$ cat src/rtl/core/abn_pkg.sv
// Shared types and constants for the abundance classifier.
// Used by abn_ctrl, abn_dp and abundance_classifier; no dependencies.
package abn_pkg;

  localparam int SUM_W = 23;
  localparam logic [SUM_W-1:0] SUM_MAX = '1;

  typedef enum logic [3:0] {
    ST_IDLE,
    ST_TWO,
    ST_MUL_TWO,
    ST_CHECK,
    ST_DIV,
    ST_TERM,
    ST_MUL_ODD,
    ST_FINAL,
    ST_MUL_LAST,
    ST_DONE
  } abn_state_t;

  typedef struct packed {
    logic load;           // take a new value, reset the factoring registers
    logic two_step;       // strip one factor of 2
    logic div_start;      // start rest / cand
    logic div_step;       // one restoring-division step
    logic div_accept;     // rest <= quotient, pw <= pw * cand
    logic term_add;       // term <= term + pw
    logic mul_start;      // total * term, serial
    logic mul_start_rest; // total * (rest + 1), serial
    logic mul_step;
    logic mul_commit;     // total <= product, term/pw back to 1
    logic next_cand;      // cand += 2, square updated
    logic out_load;       // latch result into output register
  } abn_cmd_t;

  typedef struct packed {
    logic value_zero;
    logic rest_odd;
    logic sq_le_rest;
    logic div_done;
    logic rem_zero;
    logic term_gt1;
    logic mul_done;
    logic rest_gt1;
    logic out_busy;
  } abn_sts_t;

endpackage

$ cat src/rtl/core/abn_ctrl.sv
// Sequencer for the abundance classifier: trial-division state machine.
// Depends on abn_pkg; drives commands to abn_dp and reads its status.
module abn_ctrl (
  input  logic              clk,
  input  logic              rst,
  input  logic              in_valid,
  output logic              in_ready,
  input  abn_pkg::abn_sts_t sts,
  output abn_pkg::abn_cmd_t cmd
);
  import abn_pkg::*;

  abn_state_t state, state_next;

  always_ff @(posedge clk) begin
    if (rst) begin
      state <= ST_IDLE;
    end else begin
      state <= state_next;
    end
  end

  always_comb begin
    state_next = state;
    cmd        = '0;
    in_ready   = 1'b0;
    unique case (state)
      ST_IDLE: begin
        in_ready = 1'b1;
        if (in_valid) begin
          cmd.load   = 1'b1;
          state_next = sts.value_zero ? ST_DONE : ST_TWO;
        end
      end
      ST_TWO: begin
        if (!sts.rest_odd) begin
          cmd.two_step = 1'b1;
        end else if (sts.term_gt1) begin
          cmd.mul_start = 1'b1;
          state_next    = ST_MUL_TWO;
        end else begin
          state_next = ST_CHECK;
        end
      end
      ST_MUL_TWO: begin
        if (sts.mul_done) begin
          cmd.mul_commit = 1'b1;
          state_next     = ST_CHECK;
        end else begin
          cmd.mul_step = 1'b1;
        end
      end
      ST_CHECK: begin
        if (sts.sq_le_rest) begin
          cmd.div_start = 1'b1;
          state_next    = ST_DIV;
        end else begin
          state_next = ST_FINAL;
        end
      end
      ST_DIV: begin
        if (!sts.div_done) begin
          cmd.div_step = 1'b1;
        end else if (sts.rem_zero) begin
          cmd.div_accept = 1'b1;
          state_next     = ST_TERM;
        end else if (sts.term_gt1) begin
          cmd.mul_start = 1'b1;
          state_next    = ST_MUL_ODD;
        end else begin
          cmd.next_cand = 1'b1;
          state_next    = ST_CHECK;
        end
      end
      ST_TERM: begin
        // divides again: keep stripping this prime
        cmd.term_add  = 1'b1;
        cmd.div_start = 1'b1;
        state_next    = ST_DIV;
      end
      ST_MUL_ODD: begin
        if (sts.mul_done) begin
          cmd.mul_commit = 1'b1;
          cmd.next_cand  = 1'b1;
          state_next     = ST_CHECK;
        end else begin
          cmd.mul_step = 1'b1;
        end
      end
      ST_FINAL: begin
        // leftover rest above 1 is a prime
        if (sts.rest_gt1) begin
          cmd.mul_start_rest = 1'b1;
          state_next         = ST_MUL_LAST;
        end else begin
          state_next = ST_DONE;
        end
      end
      ST_MUL_LAST: begin
        if (sts.mul_done) begin
          cmd.mul_commit = 1'b1;
          state_next     = ST_DONE;
        end else begin
          cmd.mul_step = 1'b1;
        end
      end
      ST_DONE: begin
        if (!sts.out_busy) begin
          cmd.out_load = 1'b1;
          state_next   = ST_IDLE;
        end
      end
      default: begin
        state_next = ST_IDLE;
      end
    endcase
  end

endmodule

$ cat src/rtl/core/abn_dp.sv
// Datapath for the abundance classifier: rest/candidate registers, serial
// divider, serial multiplier for sigma, and the output register.
// Depends on abn_pkg; controlled by abn_ctrl.
module abn_dp #(
  parameter int VALUE_BITS = 20
) (
  input  logic                       clk,
  input  logic                       rst,
  input  logic [VALUE_BITS-1:0]      value,
  input  abn_pkg::abn_cmd_t          cmd,
  output abn_pkg::abn_sts_t          sts,
  output logic                       out_valid,
  input  logic                       out_ready,
  output logic [abn_pkg::SUM_W-1:0]  proper_divisor_sum,
  output logic                       abundant
);
  import abn_pkg::*;

  localparam int CAND_W = (VALUE_BITS + 1) / 2 + 1;
  localparam int SQ_W   = VALUE_BITS + 2;
  localparam int TERM_W = VALUE_BITS + 1;
  localparam int TOT_W  = VALUE_BITS + 3;
  localparam int CNT_W  = $clog2(VALUE_BITS + 1);
  localparam int CMP_W  = (TOT_W > SUM_W) ? TOT_W : SUM_W;
  localparam int PW_W   = VALUE_BITS + CAND_W;

  logic [VALUE_BITS-1:0] n;
  logic [VALUE_BITS-1:0] rest;
  logic [CAND_W-1:0]     cand;
  logic [SQ_W-1:0]       sq;        // cand * cand, kept incrementally
  logic [VALUE_BITS-1:0] pw;        // current prime power
  logic [TERM_W-1:0]     term;      // 1 + p + ... + p^k
  logic [TOT_W-1:0]      total;     // running sigma

  // restoring divider
  logic [VALUE_BITS-1:0] quo;
  logic [CAND_W-1:0]     rem;
  logic [CNT_W-1:0]      cnt;
  logic [CAND_W:0]       rem_sh;
  logic                  rem_ge;
  logic [CAND_W:0]       rem_diff;

  // shift-add multiplier
  logic [TERM_W-1:0]     mplier;
  logic [TOT_W-1:0]      mcand;
  logic [TOT_W-1:0]      prod;

  logic [PW_W-1:0]       pw_prod;
  logic [TOT_W-1:0]      sum;
  logic [CMP_W-1:0]      sum_ext;

  assign rem_sh   = {rem, quo[VALUE_BITS-1]};
  assign rem_ge   = rem_sh >= {1'b0, cand};
  assign rem_diff = rem_sh - {1'b0, cand};
  assign pw_prod  = PW_W'(pw) * PW_W'(cand);
  assign sum      = total - TOT_W'(n);
  assign sum_ext  = CMP_W'(sum);

  always_ff @(posedge clk) begin
    if (cmd.load) begin
      n     <= value;
      rest  <= value;
      total <= (value == '0) ? '0 : TOT_W'(1);
      term  <= TERM_W'(1);
      pw    <= VALUE_BITS'(1);
      cand  <= CAND_W'(3);
      sq    <= SQ_W'(9);
    end else begin
      if (cmd.two_step) begin
        rest <= rest >> 1;
        pw   <= pw << 1;
        term <= term + (TERM_W'(pw) << 1);
      end
      if (cmd.div_accept) begin
        rest <= quo;
        pw   <= pw_prod[VALUE_BITS-1:0];
      end
      if (cmd.term_add) begin
        term <= term + TERM_W'(pw);
      end
      if (cmd.mul_commit) begin
        total <= prod;
        term  <= TERM_W'(1);
        pw    <= VALUE_BITS'(1);
      end
      if (cmd.next_cand) begin
        cand <= cand + CAND_W'(2);
        sq   <= sq + (SQ_W'(cand) << 2) + SQ_W'(4);
      end
    end
  end

  always_ff @(posedge clk) begin
    if (cmd.div_start) begin
      quo <= rest;
      rem <= '0;
      cnt <= CNT_W'(VALUE_BITS);
    end else if (cmd.div_step) begin
      quo <= {quo[VALUE_BITS-2:0], rem_ge};
      rem <= rem_ge ? rem_diff[CAND_W-1:0] : rem_sh[CAND_W-1:0];
      cnt <= cnt - CNT_W'(1);
    end
  end

  always_ff @(posedge clk) begin
    if (cmd.mul_start || cmd.mul_start_rest) begin
      mplier <= cmd.mul_start ? term : TERM_W'(rest) + TERM_W'(1);
      mcand  <= total;
      prod   <= '0;
    end else if (cmd.mul_step) begin
      if (mplier[0]) begin
        prod <= prod + mcand;
      end
      mcand  <= mcand << 1;
      mplier <= mplier >> 1;
    end
  end

  always_ff @(posedge clk) begin
    if (rst) begin
      out_valid <= 1'b0;
    end else if (cmd.out_load) begin
      out_valid <= 1'b1;
    end else if (out_ready) begin
      out_valid <= 1'b0;
    end
  end

  always_ff @(posedge clk) begin
    if (cmd.out_load) begin
      abundant           <= sum > TOT_W'(n);
      proper_divisor_sum <= (sum_ext > CMP_W'(SUM_MAX)) ? SUM_MAX : sum_ext[SUM_W-1:0];
    end
  end

  always_comb begin
    sts.value_zero = (value == '0);
    sts.rest_odd   = rest[0];
    sts.sq_le_rest = sq <= SQ_W'(rest);
    sts.div_done   = (cnt == '0);
    sts.rem_zero   = (rem == '0);
    sts.term_gt1   = (term != TERM_W'(1));
    sts.mul_done   = (mplier == '0);
    sts.rest_gt1   = (rest > VALUE_BITS'(1));
    sts.out_busy   = out_valid && !out_ready;
  end

endmodule

$ cat src/rtl/core/abundance_classifier.sv
// Abundance classifier top level: aliquot sum and abundant flag per value.
// Instantiates abn_ctrl and abn_dp; depends on abn_pkg.
//
// Input channel (value, in_valid/in_ready) takes one unsigned integer per
// item; output channel (proper_divisor_sum, abundant, out_valid/out_ready)
// returns one result per item, in order. One item is worked at a time.
// The value is factored by trial division: factors of 2 are shifted out
// first, then odd candidates from 3 upward are tried while the candidate
// squared does not exceed the unfactored rest. Each candidate test runs the
// serial divider; each prime found costs a serial multiply. Run time thus
// grows with the square root of the unfactored rest. A zero value skips the
// factoring and goes straight to the output step with a zero result.
// The result sits in an output register: the next item is accepted while
// it waits, and a stalled receiver only holds the sequencer at its last
// step. Reset empties the output register and returns to idle; no other
// state survives between items.
module abundance_classifier #(
  parameter int VALUE_BITS = 20
) (
  input  logic                       clk,
  input  logic                       rst,
  input  logic                       in_valid,
  output logic                       in_ready,
  input  logic [VALUE_BITS-1:0]      value,
  output logic                       out_valid,
  input  logic                       out_ready,
  output logic [abn_pkg::SUM_W-1:0]  proper_divisor_sum,
  output logic                       abundant
);
  import abn_pkg::*;

  abn_cmd_t cmd;
  abn_sts_t sts;

  abn_ctrl u_ctrl (
    .clk      (clk),
    .rst      (rst),
    .in_valid (in_valid),
    .in_ready (in_ready),
    .sts      (sts),
    .cmd      (cmd)
  );

  abn_dp #(
    .VALUE_BITS (VALUE_BITS)
  ) u_dp (
    .clk                (clk),
    .rst                (rst),
    .value              (value),
    .cmd                (cmd),
    .sts                (sts),
    .out_valid          (out_valid),
    .out_ready          (out_ready),
    .proper_divisor_sum (proper_divisor_sum),
    .abundant           (abundant)
  );

  // an accepted item keeps the block busy in the following cycle
  a_busy_after_accept: assert property (@(posedge clk) disable iff (rst)
    in_valid && in_ready |=> !in_ready)
    else $error("input accepted twice in a row");

  // a waiting result is never overwritten
  a_no_overwrite: assert property (@(posedge clk) disable iff (rst)
    cmd.out_load |-> !(out_valid && !out_ready))
    else $error("result overwritten before it was taken");

  // abundant implies a nonzero divisor sum
  a_abundant_sum: assert property (@(posedge clk) disable iff (rst)
    out_valid && abundant |-> proper_divisor_sum != '0)
    else $error("abundant flag with zero sum");

  // serial units are never started together
  a_one_start: assert property (@(posedge clk) disable iff (rst)
    $onehot0({cmd.load, cmd.div_start, cmd.mul_start, cmd.mul_start_rest}))
    else $error("conflicting start commands");

endmodule

$ cat config.mk
export PLATFORM = sky130hd
export DESIGN_NAME = abundance_classifier
export DESIGN_NICKNAME = d
export VERILOG_FILES = /design/src/rtl/core/abn_pkg.sv /design/src/rtl/core/abn_ctrl.sv /design/src/rtl/core/abn_dp.sv /design/src/rtl/core/abundance_classifier.sv
export SDC_FILE = /design/constraint.sdc
export NUM_CORES = 1
export LEC_CHECK = 0
export ABC_AREA = 1
export BUFFER_PORTS_ARGS = -buffer_cell sky130_fd_sc_hd__buf_2
export CORE_MARGIN = 5
export CORE_UTILIZATION = 35
export DETAILED_ROUTE_END_ITERATION = 10
export GPL_TIMING_DRIVEN = 0
export MAX_ROUTING_LAYER = met4
export SYNTH_ARGS = -nofsm -noshare
export SYNTH_HDL_FRONTEND = slang
export SYNTH_SLANG_ARGS = --single-unit
$ cat constraint.sdc
create_clock -name clk -period 5.1 [get_ports clk]
set_input_delay 0.255 -clock clk [delete_from_list [all_inputs] [get_ports clk]]
set_output_delay 0.255 -clock clk [all_outputs]
set_load 0.01 [all_outputs]
==> impl_metrics.yaml <==
layout:
  fill_cells: 6938
  area_growth_syn_to_layout_pct: 14.2
  drive_above_1_share_pct: 9.02
  nNetsFinal: 3655
  diodes: 0
synth:
  synth_edf_count: 151
  synthFlopType: "edfxtp_1"
  synth_cell_types: 52
  syn_area_per_cell_um2: 7.39
  synth_area_um2: 23700
  yosysSeqAreaShare_pct: 28.7
  synth_top_area_share_pct: 19.1
  async_reset_ff_share_pct: 0
  syn-num-nets: 3539
  yosys.area.top_type: "edfxtp_1"
  synth-seq-cells: 265
  synth.area.top_cells: "edfxtp_1, nand2_1, ha_1, fa_1, dfxtp_1"
  yosysWarnings: 0
  syn_inst: 3207
timing:
  relSlewSlack_pct: 29.7
  hold_viol: 0
  max_freq_ghz: 0.202
  hold_ws_ns: 0.0817
  finalSetupViolations: 0
  period_minus_slack_ns: 4.96
  drv_slew: 0
  fin_skew_ns: 0.0186
  worstMarginPinSlew_ns: 1.05
  rsz0062_at_grt: "yes"
  fin_crit_sh_pct: 97.2
power_and_ir_drop:
  switchingPower_mw: 5.82
  comb_power_share_pct: 50.9
  vdd_drop_max_mv: 0.577
  power_frac_clock_pct: 18.9
  power.internal_mw: 6.77
  leakagePower_nw: 13.4
  swShare_pct: 46.2
  pwr-share-seq_pct: 30.2
  power_density_nw_per_um2: 465
  p_total_mw: 12.6
setup_path:
  r2r_start: "u_dp.pw[12]$_SDFFE_PP0P_"
  crit_required_ns: 5.62
  worstPathMaxFanout: 9
  critPathKind: "reg2reg"
  worstSetupEndpointType: "register"
  reg2reg_slack_ns: 0.14
  reg2regPathDepth: 19
  critPathLaunchType: "register"
  crit_arrival_ns: 5.47
  worstReg2RegEnd: "u_dp.pw[19]$_SDFFE_PP0P_"
global_route:
  grt_usage_pct: 20.0
  antenna_found_initial: 0
  grt_pass1_vias: 20700
  grt-ovfl-total: 0
  grt_pass1_wl_um: 115000
  grt_max_degree: 37
clocking:
  clock_path_buffers: 3
  root_buffer: "clkbuf_16"
  htreeDepth: 1
  cts.sink_count: 265
  clock_latency_ns: 0.60
  clk_pin_slew_ns: 0.06
  numCtsBuffers: 31
  cts_tree: "built"
drt:
  firstDrtPassIters: 6
  via_per_inst: 5.10
  finalWirelength_um: 73000
  drcViolationCount: 0
  wl_per_cell_um: 17.3
  ant_nets: 0
  route.vias.total: 21500
  drt_iter0_drc: 1690
flow_run:
  drv_cap: 0
min_path:
  min_from: "out_ready"
  hold_depth: 4
  hold_class: "in2reg"
  worstHoldEndpoint: "u_dp.out_valid$_SDFFE_PP0P_"
floorplan:
  start_util_pct: 35.3
  core_um2: 67200
  die_area_um2: 73100
  rows: 95
  fp.dieH_um: 270
  io_pins: 50
  fp.dieW_um: 270
placed_design:
  gp_congestion: 0.970
  hpwlAfterDp_um: 57300
  place.port_buffers: 49
status:
  status: "completed"
routing by layer:
metal / track usage (%) / vias to the layer above / wire (um)
met5: - / - / 0
met3: 1.93 / 92 / 3440
met1: 26.9 / 10200 / 33600
met2: 33.2 / 524 / 34300
li1: - / 10700 / -
met4: 3.85 / 0 / 1570
power by group through the flow:
stage | clock (mW) | combinational, mW | sequential (mW)
2_1_floorplan | 0 | 4.67 | 3.59
3_3_place_gp | 0 | 6.20 | 3.87
3_5_place_dp | 0 | 6.30 | 3.84
4_1_cts | 2.42 | 6.37 | 3.80
5_1_grt | 2.49 | 7.27 | 3.87
6_report | 2.37 | 6.41 | 3.80
cells in the final DEF (no fill, tap or decap), drive strengths merged, types with 21 or more instances in the layout:
cell,netlist,layout
edfxtp,151,151
dfxtp,114,114
buf,40,109
fa,117,117
inv,542,547
nor2,184,184
a21oi,222,222
nand4,55,55
nand3,178,178
o211ai,29,29
xnor2,33,33
clkbuf,64,90
nor3,41,41
xor2,85,85
o21ai,209,209
ha,191,191
nand2,820,820
dlygate4sd3,0,21
state kept, by name (all words and copies together), names as in the netlist, 21 cells and up:
signal                   cells
u_dp.mcand                  23
u_dp.mplier                 21
u_dp.prod                   23
u_dp.proper_divisor_sum     23
u_dp.term                   21
u_dp.total                  23
what timing repair did:
item | in CTS | in global routing
hold buffers | 21 | 0
endpoints found under the setup margin | 11 | 11
buffers inserted | 0 | 9
resized for setup | 112 | 75
gates cloned | 0 | 1
hold endpoints to repair | 26 | 0
pin swaps | 3 | 13
layout make-up:
type,instances,area (um2),area share [%]
Tap cell,873,1090,4.04
Buffer,102,732,2.70
Multi-Input combinational cell,2296,14700,54.2
Clock buffer,33,783,2.89
Sequential cell,265,6880,25.4
Clock inverter,25,274,1.01
Timing Repair Buffer,85,611,2.26
Inverter,542,2030,7.52
worst max-delay path: stages (launching register included):
cell and delay (ns):
dfxtp_4 0.44, clkbuf_4 0.27, nand2_1 0.10, fa_1 0.54
inv_1 0.05, fa_1 0.48, fa_1 0.52, fa_1 0.55
inv_1 0.05, fa_1 0.53, inv_1 0.09, ha_4 0.27
a21o_1 0.21, a31oi_2 0.16, o21ai_2 0.11, a21oi_4 0.16
inv_1 0.06, nand2_1 0.06, nand3_1 0.09, a21oi_2 0.13
cell families after synthesis:
| family | Yosys count | synth area share, % |
|---|---|---|
| AOI/OAI and AO/OA | 544 | 12.7 |
| buffers and inverters | 646 | 10.5 |
| and+or+nand+nor | 1326 | 23.7 |
| xor gates and xnor gates | 118 | 4.36 |
| adders and majority gates | 308 | 20.0 |
| DFF | 265 | 28.7 |
Yosys cell counts, types with 37 or more instances:
| library cell | count |
|---|---|
| nand2_1 | 813 |
| inv_1 | 531 |
| a21oi_1 | 221 |
| o21ai_0 | 201 |
| ha_1 | 191 |
| nand3_1 | 176 |
| nor2_1 | 175 |
| edfxtp_1 | 151 |
| fa_1 | 117 |
| dfxtp_1 | 114 |
| xor2_1 | 85 |
| clkbuf_1 | 58 |
| nand4_1 | 55 |
| nor3_1 | 37 |
worst max-delay path by stage:
stage	startpoint	to	slack, ns	cells past startpoint
after CTS	u_dp.pw[8]$_SDFFE_PP0P_	u_dp.pw[19]$_SDFFE_PP0P_	-0.01	20
after floorplan	u_dp.cand[3]$_SDFFE_PP0P_	u_dp.pw[13]$_SDFFE_PP0P_	0.03	22
after detailed placement	u_dp.cand[5]$_SDFFE_PP0P_	u_dp.pw[19]$_SDFFE_PP0P_	-0.95	21
after global routing	u_dp.cand[7]$_SDFFE_PP0P_	u_dp.pw[16]$_SDFFE_PP0P_	-0.05	19
after global placement	u_dp.cand[5]$_SDFFE_PP0P_	u_dp.pw[19]$_SDFFE_PP0P_	-1.02	20
final	u_dp.pw[12]$_SDFFE_PP0P_	u_dp.pw[19]$_SDFFE_PP0P_	0.14	19
stage by stage:
stage | worst slack, ns | cells | TNS [ns] | utilization [%] | cell area [um2]
final | 0.144 | 4221 | 0 | 40.3 | 27100
after global routing | -0.0541 | 4221 | -0.0835 | 40.3 | 27100
after CTS | -0.0109 | 4213 | -0.0109 | 39.8 | 26700
after detailed placement | -0.954 | 4134 | -7.21 | 37.4 | 25100
after global placement | -1.02 | 4129 | -10.78 | 37.3 | 25100
after floorplan | 0.0297 | 3207 | 0 | - | 23700
Note: power is estimated with default switching activity, not from simulation.
